===== config.mk =====
export PLATFORM = sky130hd
export DESIGN_NAME = crc16_telemetry_framer
export DESIGN_NICKNAME = d
export VERILOG_FILES = /design/src/design/ctf_pkg.sv /design/src/design/crc16_telemetry_framer.sv
export SDC_FILE = /design/constraint.sdc
export NUM_CORES = 1
export LEC_CHECK = 0
export ABC_CLOCK_PERIOD_IN_PS = 10200
export BUFFER_PORTS_ARGS = -buffer_cell sky130_fd_sc_hd__buf_2
export CORE_ASPECT_RATIO = 0.5
export CORE_MARGIN = 8
export CORE_UTILIZATION = 60
export CTS_CLUSTER_SIZE = 16
export DETAILED_ROUTE_END_ITERATION = 8
export PLACE_DENSITY = 0.78
export SETUP_SLACK_MARGIN = 0.05
export SLEW_MARGIN = 20
export SYNTH_ARGS = -nofsm -noshare
export SYNTH_HDL_FRONTEND = slang
export SYNTH_SLANG_ARGS = --single-unit
export TNS_END_PERCENT = 10

===== constraint.sdc =====
create_clock -name clk -period 10.2 [get_ports clk]
set_clock_uncertainty 0.05 [all_clocks]
set_input_delay 0.51 -clock clk [delete_from_list [all_inputs] [get_ports clk]]
set_output_delay 0.51 -clock clk [all_outputs]
set_load 0.02 [all_outputs]

===== src/design/ctf_pkg.sv =====
// ----------------------------------------------------------------------------
// ctf_pkg
// Shared types, constants and CRC helper for the CRC-16 telemetry framer.
// ----------------------------------------------------------------------------
package ctf_pkg;

  localparam int ChanW     = 16;
  localparam int NumChan   = 4;
  localparam int DataW     = ChanW * NumChan;
  localparam int ByteW     = 8;
  localparam int FrameLen  = 10;
  localparam int CrcW      = 16;
  localparam int NumStages = 4;
  localparam int CntW      = $clog2(FrameLen);

  localparam logic [CrcW-1:0] CrcInit = 16'hFFFF;
  localparam logic [CrcW-1:0] CrcPoly = 16'hA001;

  // channel_0 sits in the low bits, so byte 0 of the flat word is ch0 low
  typedef struct packed {
    logic signed [ChanW-1:0] channel_3;
    logic signed [ChanW-1:0] channel_2;
    logic signed [ChanW-1:0] channel_1;
    logic signed [ChanW-1:0] channel_0;
  } ctf_in_t;

  typedef struct packed {
    logic [ByteW-1:0] frame_byte;
    logic             last_byte;
  } ctf_out_t;

  // Reflected CRC-16, one byte, LSB first
  function automatic logic [CrcW-1:0] crc_byte(input logic [CrcW-1:0] crc,
                                               input logic [ByteW-1:0] b);
    logic [CrcW-1:0] c;
    c = crc ^ {{(CrcW-ByteW){1'b0}}, b};
    for (int k = 0; k < ByteW; k++) begin
      c = c[0] ? ((c >> 1) ^ CrcPoly) : (c >> 1);
    end
    return c;
  endfunction

endpackage


===== src/design/crc16_telemetry_framer.sv =====
// ----------------------------------------------------------------------------
// crc16_telemetry_framer
// Frames four 16-bit samples into ten bytes: data LSB first, then CRC-16.
// ----------------------------------------------------------------------------
//   channel | dir | handshake             | payload
//   in      | in  | in_valid / in_stall   | ctf_in_t  (channel_0..channel_3)
//   out     | out | out_valid / out_stall | ctf_out_t (frame_byte, last_byte)
//
// Structure: four CRC stages (two bytes each) then the byte serializer.
// The output sends one byte per cycle while out_stall is low.
// The CRC pipeline holds up to four further items while a frame is sent.
// Reset (rst, synchronous) clears all valid bits and the serializer's busy
// flag and byte counter. out_stall freezes the serializer; the pipeline fills
// behind it, then in_stall rises.
// ----------------------------------------------------------------------------
module crc16_telemetry_framer (
  input  logic              clk,
  input  logic              rst,
  input  logic              in_valid,
  output logic              in_stall,
  input  ctf_pkg::ctf_in_t  in_data,
  output logic              out_valid,
  input  logic              out_stall,
  output ctf_pkg::ctf_out_t out_data
);
  import ctf_pkg::*;

  // CRC pipeline
  logic [NumStages-1:0] v;
  logic [NumStages-1:0] ld;
  logic [DataW-1:0]     dat [NumStages];
  logic [CrcW-1:0]      crc [NumStages];

  // serializer
  logic                      busy;
  logic [CntW-1:0]           cnt;
  logic [DataW+CrcW-1:0]     sh;
  logic                      last;
  logic                      take;

  assign last = (cnt == CntW'(FrameLen - 1));
  assign take = v[NumStages-1] && (!busy || (!out_stall && last));

  always_comb begin
    ld[NumStages-1] = !v[NumStages-1] || take;
    for (int k = NumStages - 2; k >= 0; k--) begin
      ld[k] = !v[k] || ld[k+1];
    end
  end

  assign in_stall = !ld[0];

  genvar g;
  generate
    for (g = 0; g < NumStages; g++) begin : g_stage
      logic [DataW-1:0] d_in;
      logic [CrcW-1:0]  c_in;
      logic             v_in;
      logic [CrcW-1:0]  c_next;

      if (g == 0) begin : g_first
        assign d_in = in_data;
        assign c_in = CrcInit;
        assign v_in = in_valid;
      end else begin : g_rest
        assign d_in = dat[g-1];
        assign c_in = crc[g-1];
        assign v_in = v[g-1];
      end

      always_comb begin
        c_next = crc_byte(crc_byte(c_in, d_in[2*g*ByteW +: ByteW]),
                          d_in[(2*g+1)*ByteW +: ByteW]);
      end

      always_ff @(posedge clk) begin
        if (rst) begin
          v[g] <= 1'b0;
        end else if (ld[g]) begin
          v[g] <= v_in;
        end
      end

      always_ff @(posedge clk) begin
        if (ld[g] && v_in) begin
          dat[g] <= d_in;
          crc[g] <= c_next;
        end
      end
    end
  endgenerate

  always_ff @(posedge clk) begin
    if (rst) begin
      busy <= 1'b0;
      cnt  <= '0;
    end else if (take) begin
      busy <= 1'b1;
      cnt  <= '0;
    end else if (busy && !out_stall) begin
      if (last) begin
        busy <= 1'b0;
      end
      cnt <= cnt + CntW'(1);
    end
  end

  always_ff @(posedge clk) begin
    if (take) begin
      sh <= {crc[NumStages-1], dat[NumStages-1]};
    end else if (busy && !out_stall) begin
      sh <= sh >> ByteW;
    end
  end

  assign out_valid           = busy;
  assign out_data.frame_byte = sh[ByteW-1:0];
  assign out_data.last_byte  = last;

`ifndef ASSERT_OFF
  a_cnt_range: assert property (@(posedge clk) disable iff (rst)
    busy |-> (cnt <= CntW'(FrameLen - 1)))
    else $error("byte counter past frame end");

  a_busy_fall: assert property (@(posedge clk) disable iff (rst)
    $fell(busy) |-> $past(last && !out_stall))
    else $error("frame ended before last byte was taken");

  a_gap: assert property (@(posedge clk) disable iff (rst)
    (busy && !out_stall && last && !v[NumStages-1]) |=> !out_valid)
    else $error("serializer kept going with no frame ready");

  a_in_enter: assert property (@(posedge clk) disable iff (rst)
    (in_valid && !in_stall) |=> v[0])
    else $error("accepted item did not enter the pipeline");

  a_refill: assert property (@(posedge clk) disable iff (rst)
    (busy && !out_stall && last && v[NumStages-1]) |=> (out_valid && cnt == '0))
    else $error("queued frame not started after last byte");
`endif

endmodule

==> metrics.txt <==
# TYPE chip_impl_metric gauge
chip_impl_metric{name="maximum_number_of_pins_on_one_net_before_global_route_repair",unit=""} 81
chip_impl_metric{name="nFillCells",unit=""} 1458
chip_impl_metric{name="path_max_fanout",unit=""} 68
chip_impl_metric{name="clock-sinks",unit=""} 409
chip_impl_metric{name="critPathRequiredTime",unit="ns"} 10.39
chip_impl_metric{name="final.period_utilization",unit="%"} 30.2
chip_impl_metric{name="finalWirelength",unit="µm"} 24000
chip_impl_metric{name="power.density",unit="mW/mm²"} 227
chip_impl_metric{name="gp_routability_congestion",unit=""} 0.744
chip_impl_metric{name="global_route_wire_length_before_repair",unit="µm"} 36600
chip_impl_metric{name="mappedNetlistNets",unit=""} 777
chip_impl_info{name="critical_path.top_delay_family",value="buffers and inverters"} 1
chip_impl_info{name="run_status",value="finished, final reports clean"} 1
chip_impl_metric{name="detail_route.vias_per_cell",unit=""} 5.22
chip_impl_metric{name="worstMarginPinSlew",unit="ns"} 1.09
chip_impl_metric{name="placement_rows",unit=""} 41
chip_impl_metric{name="seq_power_share",unit="%"} 52.6
chip_impl_metric{name="postSynthCellCount",unit=""} 707
chip_impl_metric{name="drtIter0Drc",unit=""} 496
chip_impl_metric{name="crit_path_max_incr_delay",unit="ns"} 0.73
chip_impl_metric{name="routedWlPerCell",unit="µm"} 20.4
chip_impl_metric{name="drt-pass1-iter-count",unit=""} 4
chip_impl_metric{name="drcViolationCount",unit=""} 0
chip_impl_info{name="holdCritPathClass",value="primary input to register"} 1
chip_impl_metric{name="dp_hpwl",unit="µm"} 14900
chip_impl_metric{name="port-buffer-count",unit=""} 78
chip_impl_info{name="type_of_the_worst_setup_path",value="register to register"} 1
chip_impl_metric{name="final_antenna_net_count",unit=""} 0
chip_impl_metric{name="clkSlewWorstSetupHoldPaths",unit="ns"} 0.07
chip_impl_metric{name="post_layout_nonfiller_instances",unit=""} 1178
chip_impl_metric{name="clock_power_share",unit="%"} 32.8
chip_impl_metric{name="cts_setup_buffers",unit=""} 0
chip_impl_metric{name="drive_gt1_share",unit="%"} 18.3
chip_impl_info{name="path_cells",value="ha_1 > nand3b_1 > o21ai_1 > and2_2 > buf_4 > mux2_1"} 1
chip_impl_metric{name="die_w",unit="µm"} 240
chip_impl_metric{name="power_leakage",unit="nW"} 5.79
chip_impl_metric{name="peakVddDrop",unit="mV"} 0.132
chip_impl_metric{name="clock_latency",unit="ns"} 0.50
chip_impl_metric{name="place_inst",unit=""} 1115
chip_impl_metric{name="count_of_cell_types_in_the_netlist",unit=""} 28
chip_impl_info{name="crit_path_top_delay_cell",value="sky130_fd_sc_hd__buf_4"} 1
chip_impl_metric{name="grt_antenna_before_repair",unit=""} 0
chip_impl_metric{name="cap_viol_max_count",unit=""} 0
chip_impl_metric{name="clock_tree.buffer_depth",unit=""} 3
chip_impl_metric{name="grt_pass1_vias",unit=""} 6440
chip_impl_metric{name="totalNegativeSetupSlack",unit="ns"} 0
chip_impl_info{name="setup.worst_path.end_class",value="register"} 1
chip_impl_metric{name="yosysWarningCount",unit=""} 0
chip_impl_metric{name="antenna_cells",unit=""} 0
chip_impl_metric{name="p_int",unit="W"} 0.00298
chip_impl_metric{name="die-height",unit="µm"} 128
chip_impl_metric{name="synth_area_per_cell",unit="µm²"} 21.2
chip_impl_metric{name="sw_frac_of_total",unit="%"} 22.5
chip_impl_metric{name="combinationalPowerShare",unit="%"} 14.6
chip_impl_metric{name="syn_to_final_growth",unit="%"} 12.7
chip_impl_metric{name="netlist_area",unit="mm²"} 0.0150
chip_impl_metric{name="global_route.overflow_total",unit=""} 0
chip_impl_info{name="setup.worst_path.start_class",value="register"} 1
chip_impl_info{name="cts-root-buf",value="sky130_fd_sc_hd__clkbuf_16"} 1
chip_impl_info{name="setup_repair_after_global_routing_missed_its_margin",value="no"} 1
chip_impl_metric{name="critPathBufInv",unit=""} 1
chip_impl_metric{name="global_route.usage.total",unit="%"} 15.7
chip_impl_metric{name="finalWorstPathRequiredPeriod",unit="ns"} 3.08
chip_impl_metric{name="io_pins",unit=""} 79
chip_impl_metric{name="synth.ff_latch_count",unit=""} 409
chip_impl_metric{name="timing.critical_path.arrival",unit="ns"} 3.27
chip_impl_metric{name="power.switching",unit="W"} 0.000863
chip_impl_metric{name="die_area",unit="mm²"} 0.0306
chip_impl_metric{name="synth-seq-area-share",unit="%"} 81.2
chip_impl_metric{name="setup_viol",unit=""} 0
chip_impl_metric{name="achievable-frequency",unit="GHz"} 0.325
chip_impl_info{name="tritoncts",value="built"} 1
chip_impl_metric{name="vias",unit=""} 6144
chip_impl_metric{name="cts_htree_levels",unit=""} 2
chip_impl_metric{name="design.core.area",unit="mm²"} 0.0249
chip_impl_metric{name="numCtsBuffers",unit=""} 35
chip_impl_metric{name="final_net_count",unit=""} 880
chip_impl_metric{name="relSlewSlack",unit="%"} 27.7
chip_impl_metric{name="final-hold-violation-count",unit=""} 0
chip_impl_metric{name="layout.core_utilization",unit="%"} 68.0
chip_impl_metric{name="initial_cell_density_of_the_core",unit="%"} 60.3
chip_impl_metric{name="maxSlewViolCount",unit=""} 0
chip_impl_metric{name="post-layout-total-power",unit="W"} 0.00384
chip_impl_metric{name="postCtsResizedCells",unit=""} 0
chip_impl_metric{name="holdBufCountCts",unit=""} 0
## cell usage after synthesis
cell | number | share of area, %
sky130_fd_sc_hd__xnor3_1 | 9 | 1.4
sky130_fd_sc_hd__mux2_1 | 72 | 5.4
sky130_fd_sc_hd__xnor2_1 | 93 | 5.4
sky130_fd_sc_hd__buf_1 | 1 | 0.025
sky130_fd_sc_hd__nand3b_1 | 1 | 0.050
sky130_fd_sc_hd__a2111oi_0 | 1 | 0.058
sky130_fd_sc_hd__clkbuf_1 | 1 | 0.025
sky130_fd_sc_hd__nand2_1 | 2 | 0.050
sky130_fd_sc_hd__ha_1 | 2 | 0.17
sky130_fd_sc_hd__buf_4 | 14 | 0.70
sky130_fd_sc_hd__o21bai_1 | 1 | 0.050
sky130_fd_sc_hd__o211a_1 | 1 | 0.067
sky130_fd_sc_hd__xor2_2 | 4 | 0.43
sky130_fd_sc_hd__and2_1 | 2 | 0.083
sky130_fd_sc_hd__a21oi_1 | 3 | 0.10
sky130_fd_sc_hd__o21ai_1 | 1 | 0.033
sky130_fd_sc_hd__inv_1 | 9 | 0.23
sky130_fd_sc_hd__a21boi_0 | 1 | 0.050
sky130_fd_sc_hd__nand4_1 | 1 | 0.042
sky130_fd_sc_hd__xor2_1 | 44 | 2.6
sky130_fd_sc_hd__xnor2_2 | 9 | 0.98
sky130_fd_sc_hd__edfxtp_1 | 400 | 80
sky130_fd_sc_hd__nor2_1 | 7 | 0.18
sky130_fd_sc_hd__dfxtp_1 | 9 | 1.2
sky130_fd_sc_hd__nor2b_1 | 3 | 0.13
sky130_fd_sc_hd__nor3_1 | 3 | 0.10
sky130_fd_sc_hd__and3_1 | 9 | 0.38
sky130_fd_sc_hd__buf_2 | 4 | 0.13
## cell usage in the layout, fill, tap and decap left out, types with 3 or more instances in the layout
cell type	netlist	routed
sky130_fd_sc_hd__edfxtp_1	400	400
sky130_fd_sc_hd__xnor2_1	93	93
sky130_fd_sc_hd__buf_2	4	78
sky130_fd_sc_hd__mux2_1	72	72
sky130_fd_sc_hd__xor2_1	44	44
sky130_fd_sc_hd__clkbuf_16	0	37
sky130_fd_sc_hd__and3_1	9	9
sky130_fd_sc_hd__inv_1	9	9
sky130_fd_sc_hd__xnor3_1	9	9
sky130_fd_sc_hd__xnor2_2	9	9
sky130_fd_sc_hd__dfxtp_1	9	9
sky130_fd_sc_hd__clkinv_1	0	8
sky130_fd_sc_hd__nor2_1	7	7
sky130_fd_sc_hd__clkinv_2	0	7
sky130_fd_sc_hd__buf_4	14	6
sky130_fd_sc_hd__clkbuf_1	1	5
sky130_fd_sc_hd__xor2_2	4	4
sky130_fd_sc_hd__nor3_1	3	3
sky130_fd_sc_hd__a21oi_1	3	3
## sequential cells by signal, summed over array words and instances, names as in the netlist
name          cells
dat             256
g_stage.v_in      3
sh               80
crc              64
cnt               4
out_valid         1
v                 1
## kinds of logic after synthesis
family,count (synthesis),synth area share (%)
DFF,409,81.2
xor gates and xnor gates,159,10.8
muxes,72,5.40
buffers and inverters,29,1.11
and+or+nand+nor,28,1.00
AOI/OAI and AO/OA,8,0.358
adders and majority gates,2,0.167
## power by group through the flow
| stage | clock, W | combinational (W) | sequential (W) |
|---|---|---|---|
| 6_report | 0.00126 | 0.000561 | 0.00202 |
| 5_1_grt | 0.00135 | 0.000603 | 0.00203 |
| 4_1_cts | 0.00128 | 0.000554 | 0.00202 |
| 3_5_place_dp | 0 | 0.000547 | 0.00206 |
| 3_3_place_gp | 0 | 0.000528 | 0.00205 |
| 2_1_floorplan | 0 | 0.000442 | 0.00205 |
## metal layers
layer | track usage (%) | wire, µm | share of wire [%]
met5 | 0 | 0 | 0
met4 | 3.57 | 343 | 1.4
met3 | 3.30 | 1090 | 4.5
met2 | 27.2 | 12400 | 52
met1 | 20.5 | 10200 | 42
## final timing paths
path,startpoint,endpoint,slack [ns],cells after the start
setup / recovery,cnt[0],sh[0],7.12,6
hold / removal,in_data[45],dat[0][45],0.14,1
setup reg to reg,cnt[0],sh[0],7.12,6
hold reg to reg,dat[1][28],dat[2][28],0.36,0
## stage by stage
step,setup slack (ns),area (µm²),hold WS (ns)
2_1_floorplan,2.80,15000,0.350
3_3_place_gp,7.30,15800,0.351
3_5_place_dp,7.14,15800,0.355
4_1_cts,7.10,16900,0.119
5_1_grt,6.89,16900,0.114
6_report,7.12,16900,0.135
## layout make-up
| class | instances | area, µm² | area share [%] |
|---|---|---|---|
| Clock buffer | 42 | 945 | 5.59 |
| Clock inverter | 19 | 143 | 0.843 |
| Inverter | 9 | 33.8 | 0.200 |
| Multi-Input combinational cell | 269 | 2700 | 15.9 |
| Sequential cell | 409 | 12200 | 72.1 |
| Tap cell | 344 | 430 | 2.54 |
| Timing Repair Buffer | 86 | 475 | 2.81 |
No activity file was read; power rests on OpenSTA's default activity.
